### config.mk
export PLATFORM = sky130hd
export DESIGN_NAME = lbcm_span_gen
export DESIGN_NICKNAME = d
export VERILOG_FILES = /design/src/hdl/lru_block_cache_mapper_defines.svh /design/src/hdl/lbcm_pkg.sv /design/src/hdl/lbcm_span_gen.sv
export SDC_FILE = /design/constraint.sdc
export NUM_CORES = 1
export LEC_CHECK = 0
export BUFFER_PORTS_ARGS = -buffer_cell sky130_fd_sc_hd__clkbuf_2
export CAP_MARGIN = 5
export CELL_PAD_IN_SITES_DETAIL_PLACEMENT = 0
export CELL_PAD_IN_SITES_GLOBAL_PLACEMENT = 2
export CORE_MARGIN = 2
export CORE_UTILIZATION = 36
export CTS_BUF_LIST = sky130_fd_sc_hd__clkbuf_4 sky130_fd_sc_hd__clkbuf_8
export DETAILED_ROUTE_END_ITERATION = 7
export PLACE_DENSITY = 0.83
export RECOVER_POWER = 50
export SKIP_CTS_REPAIR_TIMING = 1
export SYNTH_ARGS = -nofsm -noshare
export SYNTH_HDL_FRONTEND = slang
export SYNTH_SLANG_ARGS = --single-unit
### constraint.sdc
create_clock -name clk -period 8.6 [get_ports clk]
set_input_delay 1.72 -clock clk [delete_from_list [all_inputs] [get_ports clk]]
set_output_delay 1.72 -clock clk [all_outputs]
set_load 0.03 [all_outputs]
### src/hdl/lru_block_cache_mapper_defines.svh
// Assertion helpers for the mapper's top module.
`ifndef LRU_BLOCK_CACHE_MAPPER_DEFINES_SVH
`define LRU_BLOCK_CACHE_MAPPER_DEFINES_SVH

// Same-cycle implication, disabled during reset.
`define LBCM_ASSERT_IMP(name, clk_i, rstn_i, ante, cons, msg) \
    name: assert property (@(posedge clk_i) disable iff (!rstn_i) (ante) |-> (cons)) \
        else $error(msg);

// Next-cycle implication, disabled during reset.
`define LBCM_ASSERT_NXT(name, clk_i, rstn_i, ante, cons, msg) \
    name: assert property (@(posedge clk_i) disable iff (!rstn_i) (ante) |=> (cons)) \
        else $error(msg);

`endif

### src/hdl/lbcm_pkg.sv
package lbcm_pkg;

    localparam int unsigned BLOCK_BYTES_DEF = 512 * 1024;
    localparam int unsigned MAX_BLOCKS_DEF  = 128;
    localparam int unsigned CACHE_SLOTS_DEF = 64;

    localparam longint ADDR_SPACE = 64 * 1024 * 1024;

    localparam int ADDR_W      = 26;
    localparam int LEN_W       = 24;
    localparam int CFG_W       = 8;
    localparam int SLOT_W      = 6;
    localparam int OFS_W       = 19;
    localparam int SPAN_W      = 20;
    localparam int ROM_BLK_W   = 7;
    localparam int MAP_W       = 7;
    localparam int AGE_W       = 32;
    localparam int STAMP_W     = 48;
    localparam int MAX_SPANS   = 33;
    localparam int SPAN_CNT_W  = 6;

    typedef enum logic [2:0] {
        ST_IDLE,
        ST_SPAN,
        ST_LOOKUP,
        ST_SCAN,
        ST_DRAIN,
        ST_PICK,
        ST_EMIT
    } state_t;

    typedef struct packed {
        logic [ROM_BLK_W-1:0] blk;
        logic [OFS_W-1:0]     block_offset;
        logic [SPAN_W-1:0]    span_bytes;
        logic                 last;
    } span_info_t;

    typedef struct packed {
        logic                 rd_en;
        logic [ROM_BLK_W-1:0] rd_addr;
        logic                 wr_en;
        logic [ROM_BLK_W-1:0] wr_addr;
        logic [MAP_W-1:0]     wr_slot;
        logic [STAMP_W-1:0]   wr_stamp;
        logic                 clr_en;
        logic [ROM_BLK_W-1:0] clr_addr;
    } store_cmd_t;

    typedef struct packed {
        logic                 valid;
        logic [MAP_W-1:0]     slot;
        logic [STAMP_W-1:0]   stamp;
    } store_rsp_t;

endpackage

### src/hdl/lbcm_span_gen.sv
module lbcm_span_gen #(
    parameter int unsigned BLOCK_BYTES = lbcm_pkg::BLOCK_BYTES_DEF,
    parameter int unsigned MAX_BLOCKS  = lbcm_pkg::MAX_BLOCKS_DEF
) (
    input  logic                          clk,
    input  logic                          rst_n,
    input  logic                          start,
    input  logic                          advance,
    input  logic [lbcm_pkg::ADDR_W-1:0]   in_offset,
    input  logic [lbcm_pkg::LEN_W-1:0]    in_length,
    output logic                          req_empty,
    output lbcm_pkg::span_info_t          span
);
    import lbcm_pkg::*;

    localparam int     POS_W       = ADDR_W + 1;
    localparam int     BLK_ADDR_LSB = $clog2(BLOCK_BYTES);
    localparam int     BLK_W       = $clog2(MAX_BLOCKS);
    localparam longint ROM_END     = longint'(MAX_BLOCKS) * longint'(BLOCK_BYTES);
    localparam longint LIM_WIDE    = (ROM_END < ADDR_SPACE) ? ROM_END : ADDR_SPACE;
    localparam logic [POS_W-1:0] LIM       = POS_W'(LIM_WIDE);
    localparam logic [POS_W-1:0] BLK_BYTES = POS_W'(BLOCK_BYTES);

    logic [POS_W-1:0]      off_reg, off_next;
    logic [POS_W-1:0]      end_reg, end_next;
    logic [SPAN_CNT_W-1:0] cnt_reg, cnt_next;

    logic [POS_W-1:0]      req_end;
    logic [POS_W-1:0]      in_block;
    logic [POS_W-1:0]      to_blk_end;
    logic [POS_W-1:0]      remain;
    logic [POS_W-1:0]      span_len;
    logic [POS_W-1:0]      blk_wide;
    logic [BLK_W-1:0]      blk;

    always_comb
    begin
        req_end   = POS_W'(in_offset) + POS_W'(in_length);
        if (req_end > LIM)
        begin
            req_end = LIM;
        end
        req_empty = (in_length == '0) || (POS_W'(in_offset) >= LIM);

        in_block   = off_reg & (BLK_BYTES - POS_W'(1));
        to_blk_end = BLK_BYTES - in_block;
        remain     = end_reg - off_reg;
        span_len   = (remain < to_blk_end) ? remain : to_blk_end;
        blk_wide   = off_reg >> BLK_ADDR_LSB;
        blk        = blk_wide[BLK_W-1:0];

        span.blk          = ROM_BLK_W'(blk);
        span.block_offset = OFS_W'(in_block);
        span.span_bytes   = SPAN_W'(span_len);
        span.last         = (remain <= to_blk_end)
                            || (cnt_reg == SPAN_CNT_W'(MAX_SPANS - 1));

        off_next = off_reg;
        end_next = end_reg;
        cnt_next = cnt_reg;
        if (start)
        begin
            off_next = POS_W'(in_offset);
            end_next = req_end;
            cnt_next = '0;
        end
        else if (advance)
        begin
            off_next = off_reg + span_len;
            cnt_next = cnt_reg + SPAN_CNT_W'(1);
        end
    end

    always_ff @(posedge clk or negedge rst_n)
    begin
        if (!rst_n)
        begin
            off_reg <= '0;
            end_reg <= '0;
            cnt_reg <= '0;
        end
        else
        begin
            off_reg <= off_next;
            end_reg <= end_next;
            cnt_reg <= cnt_next;
        end
    end

endmodule

* Word-level counts from Yosys, hierarchy flattened *
Cells that the tools add are included.
W data, S select, Z words.

storage, ports and cells
  bits in registers = 60

operators by class
  add/sub/neg operators = 5
  magnitude comparators = 3
  eq/ne operators = 1
  muxes and demuxes = 6
  reduce and logical (&&, ||, !) cells = 3

operators with widths
  operator                  count
  $mux W27                  4
  $add A26 B24 Y27          1
  $add A27 B27 Y27          1
  $gt A27 B27 Y1 const B    1
  $le A27 B27 Y1            1
  $lt A27 B27 Y1            1
  $sub A27 B27 Y27          1
  $logic_not A24 Y1         1
  $sub A20 B19 Y21 const A  1
  $mux W6                   2
  $add A6 B1 Y6 const B     1
  $eq A6 B6 Y1 const B      1
  $reduce_bool A2 Y1        1
  $logic_or A1 B1 Y1        1

* Longest topological paths before layout *
Gate-level depths: netlist of run 1.

  word-level depth = 6
  depth in mapped cells = 34

* Worst setup path before layout of run 1 *
Ideal clock, no wire load.

  path kind = register -> register
  start = reg off_reg[1]
  end = reg off_reg[26]
  library setup time = 0.136 ns
  arrival time = 7.032 ns
  required time = 8.464 ns
  slack = 1.432 ns
  stages on the path, launching flop included = 31
  buffers on the path = 1
  clock period less this slack = 7.168 ns
  cell sequence = dfrtp_1 inv_1 fa_1 a211oi_1 o21ai_0 a221o_1 a2111o_1 and3_1 o21a_1 nor4_1 nor3_1 xor2_1 ha_1 a21o_1 a21o_1 a21oi_1 o211ai_1 a21oi_1 and2_1 buf_2 o21ai_0 fa_1 a211o_1 a21oi_1 a22oi_1 a21o_1 a211oi_1 o21ai_0 a211oi_1 or3_1 a21oi_1

RTL lines
  what                    RTL line             text
  from (decl)             lbcm_span_gen.sv:24  logic [POS_W-1:0] off_reg, off_next;
  from (signal assigned)  lbcm_span_gen.sv:84  off_reg <= off_next;

* Final worst setup path of run 1 *
  start = reg off_reg[0]
  end = reg off_reg[26]

between the ends
  word-level cells in the longest chain between the ends = 6
  elaborated cells on any way between the ends = 7
  those cells by class = add/sub (3); order compare (1); mux (3)

ends and longest elaborated chain
  what                                                  RTL line                                  text
  $sub A27 B27 Y27 or $sub A20 B19 Y21 (tied branches)  lbcm_span_gen.sv:47, lbcm_span_gen.sv:46
  $lt A27 B27 Y1                                        lbcm_span_gen.sv:48                       span_len = (remain < to_blk_end) ? remain : to_blk_end;
  $mux W27                                              lbcm_span_gen.sv:48
  $add A27 B27 Y27 (*)                                  lbcm_span_gen.sv:69                       off_next = off_reg + span_len;
  $mux W27 (*)                                          lbcm_span_gen.sv:67                       else if (advance)
  $mux W27 (*)                                          lbcm_span_gen.sv:61                       if (start)

Every way passes the cells marked *; elsewhere a longest branch is shown, timed or not. The select of a mux whose other input is x is not followed.
A chain may end at the register's enable or synchronous reset.

==> flow_metrics.py, run 1 <==
metrics = {
    "grt": {
        "grt_pass1_wl_mm": 39.3,
        "antenna_found_initial": 0,
        "overflow": 0,
        "grt_use_total_pct": 20.8,
        "grt_pass1_vias": 7213,
        "grt_max_degree": 82,
    },
    "timing": {
        "grt_setup_unrepaired": "false",
        "clock.fmax_mhz": 128,
        "holdWs_ps": 499,
        "fin_tns_setup_ps": 0,
        "period_minus_slack_ps": 7840,
        "slew_violations": 143,
        "finalSetupViolations": 0,
        "slew_headroom_pct": -153,
        "fin_worst_skew_ps": 15.6,
        "period_share_pct": 91.1,
        "finalHoldViolations": 0,
        "max_slew.worst_pin.slew_ps": 3790,
        "fin_ws_ps": 764,
    },
    "job": {
        "maxCapViolations": 2,
    },
    "logic_synthesis": {
        "synth_compound_area_share_pct": 28.3,
        "synth_mux_area_share_pct": 4.47,
        "synth_fa_ha_area_share_pct": 15.9,
        "synth-async-reset-ratio_pct": 100,
        "synth_top_family_by_area": "compound AO/OA/AOI/OAI gates",
        "synth_top_flop_cell": "dfrtp_1",
        "yosysTopAreaCellShare_pct": 18.4,
        "syn_inst": 1018,
        "yosysWarnings": 0,
        "ys_seq_area_share_pct": 18.4,
        "synth_edf_count": 0,
        "synthesis.area_um2": 8150,
        "synth_cell_types": 78,
        "synthXorXnorAreaFrac_pct": 8.71,
        "ys_ff_latch": 60,
        "syn_avg_cell_area_um2": 8.00,
        "synth-simple-area-share_pct": 16.3,
        "synth_area_leaders": "dfrtp_1 18%, ha_1 15%, xnor2_1 5.8%, o21ai_0 5.5%, a21oi_1 5.4%",
        "synth_top_area_cell": "dfrtp_1",
    },
    "floorplanning": {
        "dieArea_um2": 23900,
        "fp.dieH_um": 154,
        "initial_core_util_pct": 36.3,
        "core_area_um2": 22400,
        "io_pins": 102,
        "die_w_um": 154,
        "std_cell_rows": 55,
    },
    "placement": {
        "post-place-cells": 1354,
        "hpwl_mm": 20.1,
        "io_buffers": 101,
        "place_congestion": 0.858,
        "preCtsSetupSlack_ps": 982,
    },
    "critical_path": {
        "cp.required_ps": 8660,
        "cp_common_cell": "a21oi_1",
        "setup.worst_path.start": "off_reg[0]$_DFFE_PN0P_",
        "r2r-start": "off_reg[0]$_DFFE_PN0P_",
        "worstPathArrival_ps": 7890,
        "critPathMaxFanout": 19,
        "rrSetupSlack_ps": 760,
        "start_kind": "register",
        "rr_worst_depth": 31,
        "slowest_delay_ps": 560,
        "crit_cells": 31,
        "r2r_end": "off_reg[26]$_DFFE_PN0P_",
        "worstSetupEndpoint": "off_reg[26]$_DFFE_PN0P_",
        "cp-end-kind": "register",
        "cp_num_buf_inv": 2,
        "critical_path_class": "register to register",
        "path_delay_family": "compound AO/OA/AOI/OAI gates",
        "cp_slowest_cell": "dfrtp_1",
    },
    "route": {
        "vias_per_cell": 5.53,
        "vias": 7571,
        "drc": 0,
        "drt_iter0_markers": 418,
        "routed_wl_mm": 24.6,
        "first_pass_iters": 5,
        "ant_nets": 0,
        "post_drt_wl_per_cell_um": 18.0,
    },
    "cts": {
        "cts_root_buf": "clkbuf_8",
        "cts_buffers": 9,
        "cts_tree": "built",
        "clk_pin_slew_worst_paths_ps": 70,
        "cts_max_level": 3,
        "clock_latency_ps": 370,
        "cts.path.max_buffers": 2,
        "clkSinkCount": 60,
    },
    "final_layout": {
        "final_common_cell": "ha_1",
        "diodes": 0,
        "final-instance-count-excl-fill": 1369,
        "syn2layout_area_growth_pct": 8.63,
        "fin_nets": 1236,
        "seqCellArea_um2": 1500,
        "n_fill_cell": 2365,
        "layout_common_cells": "99 x ha_1, 90 x o21ai_0, 88 x a21oi_1",
        "multiInputGateArea_um2": 6040,
        "drive_above_1_share_pct": 13.3,
    },
    "hold_path": {
        "hold_path.class": "register to register",
    },
    "power": {
        "p_switching_mw": 1.87,
        "ir_worst_vdd_mv": 0.116,
        "combinationalPowerShare_pct": 77.8,
        "seqPwrFrac_pct": 14.4,
        "intPower_mw": 1.52,
        "switching_share_pct": 55.2,
        "power.density_nw_per_um2": 383,
        "p_leak_nw": 4.11,
        "power_mw": 3.39,
        "clkPwrFrac_pct": 7.8,
    },
    "outcome": {
        "failed_checks": "max-capacitance violations, max-slew violations",
        "status": "finished with violations",
    },
}
## synth_stat cells, types with 3 or more instances
cell type  instances
a2bb2oi_2          3
nand4_1           21
o31ai_1            6
nor4_1            10
xnor2_1           54
buf_4             27
nand3b_1           3
nand2_1           69
a21boi_0           3
a31oi_1            5
fa_1               3
a21oi_2           18
a22oi_1            3
a21oi_1           88
buf_2              5
inv_1             60
and3_1             7
clkbuf_1          16
buf_1              3
a21o_1            46
o31a_1             3
a41oi_1            3
and4_1             4
nand2b_1           4
a211o_1            3
mux2_2             3
and2_1             3
o21ai_0           90
or3_1              6
ha_1              99
xor2_1            27
nand3_1           36
mux2i_1           33
buf_6              5
a211oi_1          15
o21bai_1          13
o211ai_1           6
dfrtp_1           60
nor2_1            62
nor2b_1            7
o21a_1            11
nor3_1            24
## routing by layer
metal	track usage, %	wire, µm	up-vias
li1	-	-	3837
met1	31.8	12800	3542
met2	31.2	10300	173
met3	2.41	1120	19
met4	4.59	364	0
met5	0	0	-
## stage by stage
step | util (%) | cell area, µm²
3_3_place_gp | 38.7 | 8690
6_report | 39.5 | 8850
5_1_grt | 39.5 | 8850
2_1_floorplan | - | 8170
4_1_cts | 39.6 | 8880
3_5_place_dp | 38.7 | 8690
## how the worst min path moves through the flow
stage               slack (ps)                       to                     from  cells past startpoint
floorplan                  450  end_reg[23]$_DFFE_PN0P_  end_reg[23]$_DFFE_PN0P_                      2
global placement           480  end_reg[23]$_DFFE_PN0P_  end_reg[23]$_DFFE_PN0P_                      2
detailed placement         490  end_reg[23]$_DFFE_PN0P_  end_reg[23]$_DFFE_PN0P_                      2
CTS                        500  end_reg[23]$_DFFE_PN0P_  end_reg[23]$_DFFE_PN0P_                      2
global route               540  end_reg[23]$_DFFE_PN0P_  end_reg[23]$_DFFE_PN0P_                      2
finish                     500  end_reg[23]$_DFFE_PN0P_  end_reg[23]$_DFFE_PN0P_                      2
## power groups by stage
stage / logic [mW] / clock network, mW / registers, mW
2_1_floorplan: 2.05 / 0 / 0.430
3_3_place_gp: 2.62 / 0 / 0.490
3_5_place_dp: 2.60 / 0 / 0.490
4_1_cts: 2.62 / 0.274 / 0.486
5_1_grt: 2.91 / 0.286 / 0.500
6_report: 2.63 / 0.264 / 0.488
## cells by family (layout without fill, tap and decap cells)
kind of cell | count (synthesis) | after routing
buffers and inverters | 122 | 183
other | 1 | 6
adders and majority gates | 102 | 102
xor gates and xnor gates | 81 | 81
and+or+nand+nor | 269 | 269
muxes | 36 | 36
DFF | 60 | 60
AOI/OAI and AO/OA | 347 | 347
## area by class of cell
class / instances / area share [%]
multi-input cells: 841 / 68.3
flip-flops and latches: 60 / 17.0
repair buffers: 108 / 5.97
well taps: 285 / 4.03
inverters: 60 / 2.54
clock buffers: 11 / 1.64
clock inverters: 4 / 0.565
## worst reg2reg max path: cells and delay by family, from the launching register on
kind                     cells  cell delay, ps
adder cells (fa/ha/maj)      4            1340
AO/OA/AOI/OAI               19            4350
buffers and inverters        2             290
AND/OR/NAND/NOR              5             830
XOR/XNOR                     1             170
flip-flops                   1             560
Note: power is estimated with default switching activity, not from simulation.
==> inputs of run 2 (changes only) <==
Settings changed: CELL_PAD_IN_SITES_DETAIL_PLACEMENT 0 to 2.
==> run 2 against run 1 <==
The run still ends with max-capacitance violations, max-slew violations left. Largest cell class unchanged. Non-clock buffer count is the same. Register-to-register slack lost 170 ps. Power grew 7.2%. Clock-buffer cell count shrank 2. Sequential share of layout area is essentially flat. Sequential power grew 2%. Critical path type unchanged.
==> flow_metrics.py, run 2 (synthesis results as in run 1) <==
metrics = {
    "job": {
        "maxCapViolations": 2,
    },
    "grt": {
        "grt_pass1_wl_mm": 50.4,
        "busiest_layer": "met2",
        "met3_usage_pct": 2.38,
        "use_met1_pct": 37.4,
        "grt_max_degree": 82,
        "grt_pass1_vias": 8791,
        "antenna_found_initial": 1,
        "grt.met2_usage_pct": 44.3,
        "overflow": 0,
        "grt_use_total_pct": 26.8,
    },
    "final_layout": {
        "final-instance-count-excl-fill": 1370,
        "n_fill_cell": 2635,
        "fin_nets": 1236,
        "final_common_cell": "ha_1",
        "drive_above_1_share_pct": 13.5,
        "diodes": 0,
        "layout_common_cells": "99 x ha_1, 90 x o21ai_0, 88 x a21oi_1",
        "syn2layout_area_growth_pct": 9.00,
    },
    "power": {
        "switching_share_pct": 57.3,
        "ir_worst_vdd_mv": 0.157,
        "power.density_nw_per_um2": 409,
        "clkPwrFrac_pct": 8.6,
        "intPower_mw": 1.55,
        "power_mw": 3.63,
        "p_switching_mw": 2.08,
        "combinationalPowerShare_pct": 77.6,
        "p_leak_nw": 4.13,
        "seqPwrFrac_pct": 13.8,
    },
    "critical_path": {
        "path_delay_family": "compound AO/OA/AOI/OAI gates",
        "worstPathArrival_ps": 8230,
        "cp_common_cell": "a21oi_1",
        "cp-end-kind": "register",
        "setup.worst_path.start": "off_reg[0]$_DFFE_PN0P_",
        "rrSetupSlack_ps": 590,
        "crit_cells": 31,
        "cp_num_buf_inv": 2,
        "cp_slowest_cell": "dfrtp_2",
        "r2r_end": "off_reg[24]$_DFFE_PN0P_",
        "slowest_delay_ps": 500,
        "critical_path_class": "register to register",
        "cp.required_ps": 8820,
        "worstSetupEndpoint": "off_reg[24]$_DFFE_PN0P_",
        "start_kind": "register",
        "critPathMaxFanout": 19,
        "rr_worst_depth": 31,
        "r2r-start": "off_reg[0]$_DFFE_PN0P_",
    },
    "route": {
        "first_pass_iters": 5,
        "vias_per_cell": 5.92,
        "ant_nets": 0,
        "drt_iter0_markers": 388,
        "vias": 8109,
        "routed_wl_mm": 31.4,
        "drc": 0,
        "post_drt_wl_per_cell_um": 22.9,
    },
    "cts": {
        "cts_root_buf": "clkbuf_8",
        "clk_pin_slew_worst_paths_ps": 80,
        "cts_tree": "built",
        "cts_buffers": 9,
        "clkSinkCount": 60,
        "cts.path.max_buffers": 2,
        "clock_latency_ps": 390,
        "cts_max_level": 3,
    },
    "timing": {
        "fin_worst_skew_ps": 17.9,
        "finalSetupViolations": 0,
        "period_minus_slack_ps": 8010,
        "finalHoldViolations": 0,
        "max_slew.worst_pin.slew_ps": 3630,
        "slew_violations": 100,
        "grt_setup_unrepaired": "false",
        "fin_ws_ps": 591,
        "clock.fmax_mhz": 125,
        "slew_headroom_pct": -142,
        "period_share_pct": 93.1,
        "fin_tns_setup_ps": 0,
    },
    "placement": {
        "preCtsSetupSlack_ps": 736,
        "place_congestion": 0.858,
        "io_buffers": 101,
        "hpwl_mm": 24.9,
        "post-place-cells": 1354,
    },
    "floorplanning": {
        "initial_core_util_pct": 36.3,
        "core_area_um2": 22400,
        "io_pins": 102,
        "std_cell_rows": 55,
        "fp.dieH_um": 154,
        "die_w_um": 154,
        "dieArea_um2": 23900,
    },
    "outcome": {
        "failed_checks": "max-capacitance violations, max-slew violations",
        "status": "finished with violations",
    },
    "hold_path": {
        "hold_path.class": "register to register",
    },
}
[run 2: cell count changes in the layout (fill, tap and decap cells not counted), sizes merged]
cell and delta:
bufinv +1, clkbuf -2, clkinv +1, clkinvlp -1, inv +2
[run 2: stage by stage]
stage               util [%]  cell area, µm²  hold slack [ps]
floorplan                  -            8170              450
global placement        38.7            8690              479
detailed placement      38.7            8690              505
CTS                     39.7            8910              522
global route            39.6            8880              549
finish                  39.6            8880              517
[run 2: how the worst min path moves through the flow]
stage                            start                      end  cells past startpoint
2_1_floorplan  end_reg[23]$_DFFE_PN0P_  end_reg[23]$_DFFE_PN0P_                      2
5_1_grt        end_reg[24]$_DFFE_PN0P_  end_reg[24]$_DFFE_PN0P_                      1
4_1_cts        end_reg[24]$_DFFE_PN0P_  end_reg[24]$_DFFE_PN0P_                      1
3_3_place_gp   end_reg[23]$_DFFE_PN0P_  end_reg[23]$_DFFE_PN0P_                      2
3_5_place_dp   end_reg[24]$_DFFE_PN0P_  end_reg[24]$_DFFE_PN0P_                      1
6_report       end_reg[24]$_DFFE_PN0P_  end_reg[24]$_DFFE_PN0P_                      1
[run 2: layout make-up]
type	instances	area (µm²)	area share, %
Clock buffer	9	124	1.39
Clock inverter	7	98.8	1.11
Inverter	60	225	2.54
Multi-Input combinational cell	841	6040	68.1
Sequential cell	60	1500	16.9
Tap cell	285	357	4.02
Timing Repair Buffer	108	529	5.96
[run 2: per-layer routing]
layer / routed length (µm) / vias to the layer above
met1: 15200 / 4090
met5: 0 / -
met2: 14700 / 153
met4: 603 / 0
met3: 894 / 34
li1: - / 3832
[run 2: power groups by stage]
stage / clock network [mW] / registers, mW / logic (mW)
after CTS: 0.318 / 0.494 / 2.79
final: 0.313 / 0.499 / 2.82
after global placement: 0 / 0.490 / 2.62
after floorplan: 0 / 0.430 / 2.05
after detailed placement: 0 / 0.498 / 2.74
after global routing: 0.327 / 0.507 / 3.08
==> inputs of run 3 (changes only) <==
--- a/config.mk
+++ b/config.mk
@@ -11,2 +11,3 @@
 export CELL_PAD_IN_SITES_GLOBAL_PLACEMENT = 2
+export CORE_ASPECT_RATIO = 0.9
 export CORE_MARGIN = 2
==> constraint.sdc (replaced) <==
create_clock -name clk -period 8.6 [get_ports clk]
set_input_delay 0.43 -clock clk [delete_from_list [all_inputs] [get_ports clk]]
set_output_delay 0.43 -clock clk [all_outputs]
set_load 0.03 [all_outputs]
==> run 3 against run 2 <==
Highest routed layer unchanged. Largest cell class unchanged. Worst setup slack gained 110 ps. Wire length shrank 5.2%. Sequential share of layout area is essentially flat. The flow still finishes with violations (max-capacitance violations, max-slew violations).
==> flow_metrics.py, run 3 (synthesis results as in run 1) <==
metrics = {
    "outcome": {
        "status": "finished with violations",
        "failed_checks": "max-capacitance violations, max-slew violations",
    },
    "critical_path": {
        "cp_slowest_cell": "dfrtp_1",
        "worstPathArrival_ps": 8110,
        "r2r_end": "off_reg[26]$_DFFE_PN0P_",
        "cp-end-kind": "register",
        "worstSetupEndpoint": "off_reg[26]$_DFFE_PN0P_",
        "cp.required_ps": 8810,
        "rrSetupSlack_ps": 700,
        "setup.worst_path.start": "off_reg[0]$_DFFE_PN0P_",
        "slowest_delay_ps": 570,
        "critical_path_class": "register to register",
        "start_kind": "register",
        "critPathMaxFanout": 19,
        "r2r-start": "off_reg[0]$_DFFE_PN0P_",
        "cp_common_cell": "a21oi_1",
        "rr_worst_depth": 31,
    },
    "final_layout": {
        "fin_util_pct": 39.5,
        "drive_above_1_share_pct": 13.4,
        "fin_area_um2": 8850,
        "layout_common_cells": "99 x ha_1, 90 x o21ai_0, 88 x a21oi_1",
        "diodes": 0,
        "final-instance-count-excl-fill": 1382,
        "fin_nets": 1236,
        "syn2layout_area_growth_pct": 8.60,
        "multiInputGateArea_um2": 6040,
        "final_common_cell": "ha_1",
        "n_fill_cell": 2669,
        "seqCellArea_um2": 1500,
    },
    "grt": {
        "grt_use_total_pct": 25.2,
        "grt_max_degree": 82,
        "antenna_found_initial": 0,
        "grt_pass1_vias": 8512,
        "overflow": 0,
        "grt_pass1_wl_mm": 47.4,
    },
    "timing": {
        "clock.fmax_mhz": 127,
        "fin_worst_skew_ps": 8.88,
        "fin_tns_setup_ps": 0,
        "slew_headroom_pct": -132,
        "grt_setup_unrepaired": "false",
        "finalHoldViolations": 0,
        "period_share_pct": 91.9,
        "period_minus_slack_ps": 7900,
        "max_slew.worst_pin.slew_ps": 3480,
        "slew_violations": 100,
        "finalSetupViolations": 0,
    },
    "floorplanning": {
        "std_cell_rows": 52,
        "initial_core_util_pct": 36.4,
        "io_pins": 102,
        "fp.dieH_um": 147,
        "die_w_um": 163,
        "core_area_um2": 22400,
        "dieArea_um2": 23900,
    },
    "power": {
        "power.density_nw_per_um2": 398,
        "p_leak_nw": 4.11,
        "ir_worst_vdd_mv": 0.142,
    },
    "cts": {
        "cts_root_buf": "clkbuf_8",
        "clock_latency_ps": 370,
        "cts_max_level": 3,
        "cts_buffers": 9,
        "cts_tree": "built",
        "clkSinkCount": 60,
        "cts.path.max_buffers": 2,
        "clk_pin_slew_worst_paths_ps": 80,
    },
    "placement": {
        "io_buffers": 101,
        "hpwl_mm": 24.1,
        "post-place-cells": 1366,
        "place_congestion": 0.854,
        "post_dp_cell_area_um2": 8700,
    },
    "route": {
        "drc": 0,
        "vias_per_cell": 5.84,
        "ant_nets": 0,
        "post_drt_wl_per_cell_um": 21.5,
        "vias": 8066,
        "routed_wl_mm": 29.8,
        "drt_iter0_markers": 356,
        "first_pass_iters": 4,
    },
    "job": {
        "maxCapViolations": 2,
    },
    "hold_path": {
        "hold_path.class": "primary input to register",
    },
}
[run 3: changes by cell type in the layout (fill, tap and decap cells not counted)]
| cell | previous run | this run |
|---|---|---|
| clkinv_2 | 1 | 2 |
| buf_2 | 1 | 0 |
| dfrtp_1 | 59 | 60 |
| clkbuf_4 | 0 | 2 |
| clkbuf_8 | 9 | 10 |
| clkinv_4 | 1 | 0 |
| dfrtp_2 | 1 | 0 |
| clkbuf_1 | 19 | 20 |
| bufinv_16 | 2 | 0 |
| inv_6 | 2 | 0 |
| clkinvlp_4 | 1 | 2 |
[run 3: critical path: cells and delay by family (launching register included)]
kind	cells	cell delay (ps)
AND/OR/NAND/NOR	5	900
adder cells (fa/ha/maj)	4	1370
XOR/XNOR	1	170
buffers and inverters	2	310
flip-flops	1	570
AO/OA/AOI/OAI	19	4410
[run 3: per-stage QoR]
| stage | power, mW | worst slack, ps | hold WS (ps) |
|---|---|---|---|
| floorplan | 2.48 | 1430 | 134 |
| finish | 3.52 | 701 | 315 |
| global placement | 3.10 | 1090 | 485 |
| CTS | 3.51 | 738 | 266 |
| global route | 3.82 | 6.51 | 312 |
| detailed placement | 3.21 | 834 | 497 |
[run 3: how the worst min path moves through the flow]
stage,startpoint,slack (ps),to,cells past startpoint
floorplan,rst_n,130,cnt_reg[0]$_DFFE_PN0P_,0
global placement,end_reg[23]$_DFFE_PN0P_,480,end_reg[23]$_DFFE_PN0P_,2
detailed placement,end_reg[23]$_DFFE_PN0P_,500,end_reg[23]$_DFFE_PN0P_,2
CTS,rst_n,270,cnt_reg[4]$_DFFE_PN0P_,2
global route,in_offset[2],310,off_reg[2]$_DFFE_PN0P_,3
finish,in_offset[2],320,off_reg[2]$_DFFE_PN0P_,3
[run 3: layout make-up]
class                           count  share of cell area [%]
Clock buffer                       12                    1.73
Clock inverter                      4                   0.283
Inverter                           60                    2.55
Multi-Input combinational cell    841                    68.3
Sequential cell                    60                    17.0
Tap cell                          297                    4.20
Timing Repair Buffer              108                    5.97
[run 3: metal layers]
metal | routed length, µm | global-route usage (%) | share of wire [%] | vias to the layer above
li1 | - | - | - | 3837
met1 | 14600 | 35.8 | 49 | 4068
met2 | 13600 | 40.6 | 46 | 132
met3 | 1060 | 3.02 | 3.6 | 29
met4 | 538 | 6.24 | 1.8 | 0
met5 | 0 | 0 | 0 | -
[run 3: report_power, final]
group	switching [mW]	total (mW)	internal [mW]
sequential	0.139	0.497	0.358
clock	0.131	0.249	0.118
combinational	1.75	2.78	1.02
